`src/euv_pkg.sv`:
```
// ----------------------------------------------------------------------------
// euv_pkg
// Shared types and constants for the encoder unwrap and velocity block.
// ----------------------------------------------------------------------------
package euv_pkg;

  localparam int unsigned ANGLE_BITS_DEF = 14;
  localparam int unsigned OP_W           = 2;
  localparam int unsigned RAW_W          = 16;
  localparam int unsigned TS_W           = 32;
  localparam int unsigned POS_W          = 32;
  localparam int unsigned VEL_W          = 24;
  localparam int unsigned DIV_W          = 32;
  localparam int unsigned DIV_STEPS      = DIV_W;
  localparam int unsigned CNT_W          = $clog2(DIV_STEPS);
  localparam logic [DIV_W-1:0] VEL_SCALE = DIV_W'(1000);

  typedef enum logic [OP_W-1:0] {
    OP_SAMPLE    = 2'd0,
    OP_SET_ZERO  = 2'd1,
    OP_RESET_POS = 2'd2,
    OP_COMMUTATE = 2'd3
  } op_e;

  typedef enum logic [2:0] {
    ST_IDLE,
    ST_STEP,
    ST_MUL,
    ST_DIV,
    ST_COMMIT,
    ST_EMIT
  } state_e;

  typedef struct packed {
    logic capture;
    logic step;
    logic mul;
    logic div_iter;
    logic commit;
    logic emit;
  } ctrl_cmd_t;

  typedef struct packed {
    logic query;
    logic dt_zero;
  } ctrl_status_t;

endpackage

```
`src/encoder_unwrap_velocity.sv`:
```
// ----------------------------------------------------------------------------
// encoder_unwrap_velocity
// Multi-turn unwrap, position and velocity for an absolute angle sensor.
// ----------------------------------------------------------------------------
// Input channel (in_valid_i / in_stall_o) takes one word: opcode, raw sensor
// word and microsecond timestamp. Output channel (out_valid_o / out_stall_i)
// returns one word per input: angle, position, velocity, commutation angle
// and the divide-by-zero flag.
// Sequence: a sample word with nonzero elapsed time passes through the step,
// multiply, divide (the 32-step serial divider), commit and emit states; a
// sample with zero elapsed time skips the divide, and a commutation query goes
// from step straight to emit. One word is in flight at a time.
// The result sits in an output register; a new input word is taken while
// that result waits. A finished result waits in the emit state while the
// output register is still full and stalled.
// The user writes electrical_zero (cfg_we_i / cfg_data_i) only while idle;
// the block does not enforce this. Reset (rst_ni low, asynchronous) clears
// all tracking state, the electrical zero and the output valid flag.
// ----------------------------------------------------------------------------
module encoder_unwrap_velocity import euv_pkg::*; #(
  parameter int unsigned ANGLE_BITS = ANGLE_BITS_DEF
) (
  input  logic                    clk_i,
  input  logic                    rst_ni,
  input  logic                    cfg_we_i,
  input  logic [ANGLE_BITS-1:0]   cfg_data_i,
  input  logic                    in_valid_i,
  output logic                    in_stall_o,
  input  logic [OP_W-1:0]         opcode_i,
  input  logic [RAW_W-1:0]        raw_word_i,
  input  logic [TS_W-1:0]         timestamp_i,
  output logic                    out_valid_o,
  input  logic                    out_stall_i,
  output logic [ANGLE_BITS-1:0]   angle_o,
  output logic signed [POS_W-1:0] position_o,
  output logic signed [VEL_W-1:0] velocity_o,
  output logic [ANGLE_BITS-1:0]   commutation_angle_o,
  output logic                    divide_by_zero_o
);

  ctrl_cmd_t    cmd;
  ctrl_status_t status;

  euv_ctrl u_ctrl (
    .clk_i      (clk_i),
    .rst_ni     (rst_ni),
    .in_valid_i (in_valid_i),
    .in_stall_o (in_stall_o),
    .out_valid_o(out_valid_o),
    .out_stall_i(out_stall_i),
    .status_i   (status),
    .cmd_o      (cmd)
  );

  euv_dpath #(
    .ANGLE_BITS(ANGLE_BITS)
  ) u_dpath (
    .clk_i              (clk_i),
    .rst_ni             (rst_ni),
    .cmd_i              (cmd),
    .status_o           (status),
    .cfg_we_i           (cfg_we_i),
    .cfg_data_i         (cfg_data_i),
    .opcode_i           (opcode_i),
    .raw_word_i         (raw_word_i),
    .timestamp_i        (timestamp_i),
    .angle_o            (angle_o),
    .position_o         (position_o),
    .velocity_o         (velocity_o),
    .commutation_angle_o(commutation_angle_o),
    .divide_by_zero_o   (divide_by_zero_o)
  );

  a_busy_after_accept: assert property (@(posedge clk_i) disable iff (!rst_ni)
    (in_valid_i && !in_stall_o) |=> in_stall_o)
    else $error("input taken while a word is in flight");

  a_no_overwrite: assert property (@(posedge clk_i) disable iff (!rst_ni)
    cmd.emit |-> !(out_valid_o && out_stall_i))
    else $error("output register overwritten while stalled");

  a_dz_zero_vel: assert property (@(posedge clk_i) disable iff (!rst_ni)
    (out_valid_o && divide_by_zero_o) |-> (velocity_o == '0))
    else $error("nonzero velocity with zero elapsed time");

  a_one_cmd: assert property (@(posedge clk_i) disable iff (!rst_ni)
    $onehot0(cmd))
    else $error("more than one datapath command at once");

endmodule

```
`src/euv_ctrl.sv`:
```
// ----------------------------------------------------------------------------
// euv_ctrl
// Sequencer: steps one word through unwrap, scale, divide, commit and emit.
// ----------------------------------------------------------------------------
module euv_ctrl import euv_pkg::*; (
  input  logic         clk_i,
  input  logic         rst_ni,
  input  logic         in_valid_i,
  output logic         in_stall_o,
  output logic         out_valid_o,
  input  logic         out_stall_i,
  input  ctrl_status_t status_i,
  output ctrl_cmd_t    cmd_o
);

  state_e           state_q, state_d;
  logic [CNT_W-1:0] cnt_q, cnt_d;
  logic             out_valid_q, out_valid_d;

  always_ff @(posedge clk_i or negedge rst_ni) begin
    if (!rst_ni) begin
      state_q     <= ST_IDLE;
      cnt_q       <= '0;
      out_valid_q <= 1'b0;
    end else begin
      state_q     <= state_d;
      cnt_q       <= cnt_d;
      out_valid_q <= out_valid_d;
    end
  end

  always_comb begin
    state_d = state_q;
    cnt_d   = cnt_q;
    cmd_o   = '0;
    unique case (state_q)
      ST_IDLE: begin
        if (in_valid_i) begin
          cmd_o.capture = 1'b1;
          state_d       = ST_STEP;
        end
      end
      ST_STEP: begin
        cmd_o.step = 1'b1;
        state_d    = status_i.query ? ST_EMIT : ST_MUL;
      end
      ST_MUL: begin
        cmd_o.mul = 1'b1;
        cnt_d     = CNT_W'(DIV_STEPS - 1);
        state_d   = status_i.dt_zero ? ST_COMMIT : ST_DIV;
      end
      ST_DIV: begin
        cmd_o.div_iter = 1'b1;
        if (cnt_q == '0) begin
          state_d = ST_COMMIT;
        end else begin
          cnt_d = cnt_q - 1'b1;
        end
      end
      ST_COMMIT: begin
        cmd_o.commit = 1'b1;
        state_d      = ST_EMIT;
      end
      ST_EMIT: begin
        // hold until the output register is free
        if (!out_valid_q || !out_stall_i) begin
          cmd_o.emit = 1'b1;
          state_d    = ST_IDLE;
        end
      end
      default: state_d = ST_IDLE;
    endcase
  end

  assign out_valid_d = cmd_o.emit | (out_valid_q & out_stall_i);
  assign out_valid_o = out_valid_q;
  assign in_stall_o  = (state_q != ST_IDLE);

endmodule

```
`src/euv_dpath.sv`:
```
// ----------------------------------------------------------------------------
// euv_dpath
// Datapath: angle unwrap, saturating position, serial velocity divider,
// tracking state and the output register.
// ----------------------------------------------------------------------------
module euv_dpath import euv_pkg::*; #(
  parameter int unsigned ANGLE_BITS = ANGLE_BITS_DEF
) (
  input  logic                    clk_i,
  input  logic                    rst_ni,
  input  ctrl_cmd_t               cmd_i,
  output ctrl_status_t            status_o,
  input  logic                    cfg_we_i,
  input  logic [ANGLE_BITS-1:0]   cfg_data_i,
  input  logic [OP_W-1:0]         opcode_i,
  input  logic [RAW_W-1:0]        raw_word_i,
  input  logic [TS_W-1:0]         timestamp_i,
  output logic [ANGLE_BITS-1:0]   angle_o,
  output logic signed [POS_W-1:0] position_o,
  output logic signed [VEL_W-1:0] velocity_o,
  output logic [ANGLE_BITS-1:0]   commutation_angle_o,
  output logic                    divide_by_zero_o
);

  localparam int unsigned AW = ANGLE_BITS;
  localparam logic signed [AW+1:0] HALF_S = (AW+2)'(1) <<< (AW - 1);
  localparam logic signed [AW+1:0] RES_S  = (AW+2)'(1) <<< AW;
  localparam logic signed [POS_W:0] POS_MAX_S = {2'b00, {(POS_W-1){1'b1}}};
  localparam logic signed [POS_W:0] POS_MIN_S = {2'b11, {(POS_W-1){1'b0}}};
  localparam logic signed [DIV_W:0] VEL_MAX_S = (DIV_W+1)'((1 << (VEL_W - 1)) - 1);
  localparam logic signed [DIV_W:0] VEL_MIN_S = -(DIV_W+1)'(1 << (VEL_W - 1));

  // captured word
  op_e                op_q;
  logic [AW-1:0]      ang_q;
  logic [TS_W-1:0]    ts_q;

  // working registers
  logic signed [AW:0] step_q;
  logic [TS_W-1:0]    dt_q;
  logic               dtz_q;
  logic [DIV_W-1:0]   quo_q, rem_q, dsr_q;
  logic               neg_q;

  // tracked state
  logic [AW-1:0]           ez_q;
  logic [AW-1:0]           cur_q;
  logic [TS_W-1:0]         prev_time_q;
  logic signed [POS_W-1:0] acc_q;
  logic [AW-1:0]           zero_q, reset_q;
  logic signed [VEL_W-1:0] vel_q;

  // direction reversal of the sensor angle
  logic [AW+RAW_W-1:0] raw_ext;
  logic [AW-1:0]       ang_in;
  assign raw_ext = {{AW{1'b0}}, raw_word_i};
  assign ang_in  = '0 - raw_ext[AW-1:0];

  // unwrap into half a turn either way
  logic signed [AW+1:0] diff_w, step_w;
  assign diff_w = $signed({2'b00, ang_q}) - $signed({2'b00, cur_q});
  always_comb begin
    priority if (diff_w > HALF_S)  step_w = diff_w - RES_S;
    else if (diff_w < -HALF_S)     step_w = diff_w + RES_S;
    else                           step_w = diff_w;
  end

  logic [TS_W-1:0] dt_w;
  assign dt_w = ts_q - prev_time_q;

  // magnitudes for the unsigned divider
  logic [AW:0]      step_mag;
  logic [DIV_W-1:0] step_ext, dt_mag;
  assign step_mag = step_q[AW] ? (AW+1)'(0) - step_q : step_q;
  assign step_ext = {{(DIV_W-AW-1){1'b0}}, step_mag};
  assign dt_mag   = dt_q[TS_W-1] ? '0 - dt_q : dt_q;

  // one restoring step
  logic [DIV_W:0] rem_sh, trial;
  assign rem_sh = {rem_q, quo_q[DIV_W-1]};
  assign trial  = rem_sh - {1'b0, dsr_q};

  // saturating accumulate
  logic signed [POS_W:0] sum_w;
  logic signed [POS_W-1:0] acc_sat;
  assign sum_w = {acc_q[POS_W-1], acc_q} + {{(POS_W-AW){step_q[AW]}}, step_q};
  always_comb begin
    priority if (sum_w > POS_MAX_S) acc_sat = POS_MAX_S[POS_W-1:0];
    else if (sum_w < POS_MIN_S)     acc_sat = POS_MIN_S[POS_W-1:0];
    else                            acc_sat = sum_w[POS_W-1:0];
  end

  // signed quotient clamped to the velocity range
  logic signed [DIV_W:0]   qs_w;
  logic signed [VEL_W-1:0] vel_sat;
  assign qs_w = neg_q ? -$signed({1'b0, quo_q}) : $signed({1'b0, quo_q});
  always_comb begin
    priority if (qs_w > VEL_MAX_S) vel_sat = VEL_MAX_S[VEL_W-1:0];
    else if (qs_w < VEL_MIN_S)     vel_sat = VEL_MIN_S[VEL_W-1:0];
    else                           vel_sat = qs_w[VEL_W-1:0];
  end

  // reported position: accumulation less the datum offset, saturated
  logic signed [AW:0]      off_w;
  logic signed [POS_W+1:0] pos_w;
  logic signed [POS_W-1:0] pos_sat;
  assign off_w = $signed({1'b0, zero_q}) - $signed({1'b0, reset_q});
  assign pos_w = {{2{acc_q[POS_W-1]}}, acc_q} - {{(POS_W+1-AW){off_w[AW]}}, off_w};
  always_comb begin
    priority if (pos_w > $signed({POS_MAX_S[POS_W], POS_MAX_S}))
      pos_sat = POS_MAX_S[POS_W-1:0];
    else if (pos_w < $signed({POS_MIN_S[POS_W], POS_MIN_S}))
      pos_sat = POS_MIN_S[POS_W-1:0];
    else
      pos_sat = pos_w[POS_W-1:0];
  end

  assign status_o.query   = (op_q == OP_COMMUTATE);
  assign status_o.dt_zero = dtz_q;

  always_ff @(posedge clk_i) begin
    if (cmd_i.capture) begin
      op_q  <= op_e'(opcode_i);
      ang_q <= ang_in;
      ts_q  <= timestamp_i;
    end
    if (cmd_i.step) begin
      step_q <= step_w[AW:0];
      dt_q   <= dt_w;
      dtz_q  <= (dt_w == '0);
    end
    if (cmd_i.mul) begin
      quo_q <= step_ext * VEL_SCALE;
      rem_q <= '0;
      dsr_q <= dt_mag;
      neg_q <= step_q[AW] ^ dt_q[TS_W-1];
    end else if (cmd_i.div_iter) begin
      if (!trial[DIV_W]) begin
        rem_q <= trial[DIV_W-1:0];
        quo_q <= {quo_q[DIV_W-2:0], 1'b1};
      end else begin
        rem_q <= rem_sh[DIV_W-1:0];
        quo_q <= {quo_q[DIV_W-2:0], 1'b0};
      end
    end
    if (cmd_i.emit) begin
      angle_o             <= cur_q - zero_q;
      position_o          <= pos_sat;
      velocity_o          <= vel_q;
      commutation_angle_o <= (op_q == OP_COMMUTATE) ? ang_q - ez_q : '0;
      divide_by_zero_o    <= (op_q != OP_COMMUTATE) & dtz_q;
    end
  end

  always_ff @(posedge clk_i or negedge rst_ni) begin
    if (!rst_ni) begin
      ez_q        <= '0;
      cur_q       <= '0;
      prev_time_q <= '0;
      acc_q       <= '0;
      zero_q      <= '0;
      reset_q     <= '0;
      vel_q       <= '0;
    end else begin
      if (cfg_we_i) begin
        ez_q <= cfg_data_i;
      end
      if (cmd_i.commit && op_q != OP_COMMUTATE) begin
        cur_q       <= ang_q;
        prev_time_q <= ts_q;
        vel_q       <= dtz_q ? '0 : vel_sat;
        unique case (op_q)
          OP_SET_ZERO: begin
            acc_q   <= '0;
            zero_q  <= ang_q;
            reset_q <= ang_q;
          end
          OP_RESET_POS: begin
            acc_q   <= '0;
            reset_q <= ang_q;
          end
          default: acc_q <= acc_sat;
        endcase
      end
    end
  end

endmodule
```
`config.mk`:
```
export PLATFORM = sky130hd
export DESIGN_NAME = encoder_unwrap_velocity
export DESIGN_NICKNAME = d
export VERILOG_FILES = /design/src/euv_pkg.sv /design/src/encoder_unwrap_velocity.sv /design/src/euv_ctrl.sv /design/src/euv_dpath.sv
export SDC_FILE = /design/constraint.sdc
export NUM_CORES = 1
export LEC_CHECK = 0
export BUFFER_PORTS_ARGS = -buffer_cell sky130_fd_sc_hd__buf_2
export CAP_MARGIN = 5
export CELL_PAD_IN_SITES_DETAIL_PLACEMENT = 1
export CELL_PAD_IN_SITES_GLOBAL_PLACEMENT = 1
export CORE_ASPECT_RATIO = 0.6
export CORE_MARGIN = 1.5
export CORE_UTILIZATION = 35
export CTS_CLUSTER_DIAMETER = 100
export DETAILED_ROUTE_END_ITERATION = 16
export PLACE_DENSITY_LB_ADDON = 0.1
export SYNTH_ARGS = -nofsm -noshare
export SYNTH_HDL_FRONTEND = slang
export SYNTH_SLANG_ARGS = --single-unit
export TNS_END_PERCENT = 5
```
`constraint.sdc`:
```
create_clock -name clk_i -period 8.15 [get_ports clk_i]
set_clock_uncertainty 0.1 [all_clocks]
set_input_delay 0.4075 -clock clk_i [delete_from_list [all_inputs] [get_ports clk_i]]
set_output_delay 0.4075 -clock clk_i [all_outputs]
set_load 0.02 [all_outputs]
```
==> results.md <==
- Status: finished clean
- Crit path time final: 7.52 ns
- Die area: 82100 um^2
- GRT Max-Usage Layer: met1
- R2R depth: 27
- Reg clk slew, reported paths: 0.06 ns
- Final setup TNS: 0 ns
- Post-synth EDFFs: 243
- Post-synth ARST share: 0.355
- Largest net degree at the start of global routing: 96
- Die width: 369 um
- Gpl congestion: 0.855
- Rows: 80
- Mapped Area: 28100 um^2
- Initial antenna violation count: 2
- # IOs: 156
- Post-route antenna net violation count: 0
- Critical path class: reg -> reg
- Dpl hpwl: 59.2 mm
- Remaining DRCs: 0
- Max-slew violation count: 0
- Cell Count, Final, Fillers Out: 4160
- Critical path arrival: 7.82 ns
- Initial Util: 0.354
- First drt pass iteration count: 5
- Post-synth cell types: 92
- Vias in the first global route: 22000
- Share of layout cells above drive strength 1: 0.100
- Final Hold Viols: 0
- Post-Syn Instances: 2844
- Final core utilization: 0.407
- DRT iter0 DRCs: 1173
- R2r setup slk: 0.63 ns
- Commonest non-fill, non-tap cell in the layout: inv_1
- Filler instances: 9044
- Critical path endpoint category: flip-flop
- Worst Hold Class: in -> reg
- TritonCTS buffer count: 47
- Clock sinks: 431
- GRT met3 Usage: 0.0350
- GRT Overall Usage: 0.188
- Final setup vio count: 0
- Worst setup SP type: flip-flop
- Die Ht: 223 um
- Max_slew headroom: 0.288
- Critical Path Start: u_dpath.zero_q[0]$_DFFE_PN0P_
- Max clock buf depth: 3
- Seq/Total Area, Yosys: 0.420
- RR Endpoint: u_dpath.position_o[23]$_SDFFCE_PN1P_
- Final period util: 0.923
- Layout Nets: 3421
- Peak fanout along the critical path: 22
- Least-Margin Pin Slew: 1.07 ns
- Most frequent cells in the layout: inv_1 (282), nand2_1 (276), edfxtp_1 (243)
- Via density: 5.20
- Max Cap Viol: 0
- Area grow syn2layout: 15.1%
- Met1 GRT Util: 0.305
- Drt wl/cell: 18.6 um
- Final wirelength: 77.6 mm
- Synth Flop Type: edfxtp_1
- IO buf count: 153
- Core area: 79500 um^2
- Cts repair resizes: 0
- Seq cells post-synth: 431
- GRT met2 Usage: 0.256
- First-pass GRT wire length: 124 mm
- Root Buffer: clkbuf_16
- YS warnings: 0
- Clk Latency, worst-skew pair: 0.61 ns
- R2r startpoint: u_dpath.zero_q[0]$_DFFE_PN0P_
- RSZ-0062 raised after global routing: false
- Highest clock rate: 133 MHz
- Avg Cell Area, Syn: 9.89 um^2
- Via Count: 21600
- Syn_nets: 3211
- End point of the critical path: u_dpath.position_o[23]$_SDFFCE_PN1P_
- H-tree depth: 2
- Worst endpoint required time: 8.45 ns
- Total grt overflow: 0
- CTS tree: built
- Placed cells: 4015
-- routing by layer --
| layer | vias up | wire, um |
|---|---|---|
| met1 | 10600 | 43300 |
| met5 | - | 13 |
| met2 | 347 | 29600 |
| met4 | 2 | 1080 |
| li1 | 10600 | - |
| met3 | 78 | 3630 |
-- state kept, by name, indices dropped and copies added, names as in the netlist, 32 cells and up --
signal               cells
u_dpath.dsr_q           32
u_dpath.quo_q           32
u_dpath.ts_q            32
u_dpath.acc_q           32
u_dpath.position_o      32
u_dpath.dt_q            32
u_dpath.prev_time_q     32
u_dpath.rem_q           32
-- synthesized netlist by cell type (all sizes together) (40+ instances only) --
master / number / area (um^2)
ha: 240 / 3000
edfxtp: 243 / 7300
xor2: 77 / 674
clkbuf: 59 / 223
dfrtp: 153 / 3830
a21oi: 166 / 835
inv: 282 / 1060
nand2: 276 / 1040
fa: 58 / 1160
nand2b: 40 / 250
a21o: 48 / 360
nor3: 56 / 285
nand3: 53 / 265
o21ai: 218 / 1090
xnor2: 165 / 1450
nor2: 165 / 619
-- critical path, cell delays in order, from the launching register on --
cell and delay, ns:
dfrtp_1 0.39, inv_1 0.06, ha_1 0.15, inv_1 0.06, fa_1 0.41, a21oi_1 0.18, nor2_1 0.05, nor2_1 0.18
o21ai_0 0.11, a21oi_1 0.23, o21bai_1 0.16, a21oi_1 0.30, nor2b_1 0.08, o21a_1 0.19, o41ai_1 0.50, o21ai_1 0.16
buf_4 0.24, ha_1 0.36, a21o_1 0.19, a21o_1 0.16, a21oi_1 0.16, o21a_1 0.14, o31ai_1 0.12, a31oi_1 0.32
a21oi_1 0.23, o311ai_2 0.88, nand2_1 0.77, a21oi_1 0.40
-- cell families after synthesis --
family / Yosys count / synth area share
AND/OR/NAND/NOR: 756 / 0.127
AO/OA/AOI/OAI: 722 / 0.168
flip-flops: 431 / 0.420
buffers and inverters: 361 / 0.0487
adder cells (fa/ha/maj): 306 / 0.151
XOR/XNOR: 242 / 0.0753
multiplexers: 26 / 0.0100
-- cell type report --
class	instances	area, um^2	area share
antenna	1	2.50	0.0000773
clock buffer	69	1370	0.0423
clock inverter	19	225	0.00696
inverter	282	1060	0.0327
multi-input combinational	2052	15000	0.463
sequential	431	11800	0.365
tap	1066	1330	0.0412
timing repair buffer	240	1570	0.0484
-- how the worst min path moves through the flow --
| stage | startpoint | endpoint | slack [ns] | cells past startpoint |
|---|---|---|---|---|
| 2_1_floorplan | rst_ni | u_ctrl.cnt_q[0]$_DFFE_PN0P_ | 0.01 | 0 |
| 3_3_place_gp | u_dpath.vel_q[7]$_DFFE_PN0P_ | u_dpath.velocity_o[7]$_DFFE_PP_ | 0.34 | 0 |
| 3_5_place_dp | u_dpath.vel_q[9]$_DFFE_PN0P_ | u_dpath.velocity_o[9]$_DFFE_PP_ | 0.34 | 0 |
| 4_1_cts | raw_word_i[4] | u_dpath.ang_q[4]$_DFFE_PP_ | 0.001 | 2 |
| 5_1_grt | raw_word_i[8] | u_dpath.ang_q[8]$_DFFE_PP_ | 0.03 | 2 |
| 6_report | raw_word_i[4] | u_dpath.ang_q[4]$_DFFE_PP_ | 0.05 | 2 |
-- timing repair --
item	4_1_cts	5_1_grt
hold buffers	56	0
buffers inserted	0	0
setup endpoints to repair	0	0
hold endpoints to repair	149	0
-- per-stage QoR --
stage	hold slack, ns	worst slack (ns)	instance area (um^2)
after detailed placement	0.341	0.771	30200
final	0.0485	0.629	32400
after CTS	0.000971	0.708	32400
after global routing	0.0319	0.0591	32400
after global placement	0.342	1.07	30200
after floorplan	0.0119	1.87	28100
Power is left out: the tool's default activity adds up to more than one toggle a clock period on the data nets, which glitch-free logic cannot reach.
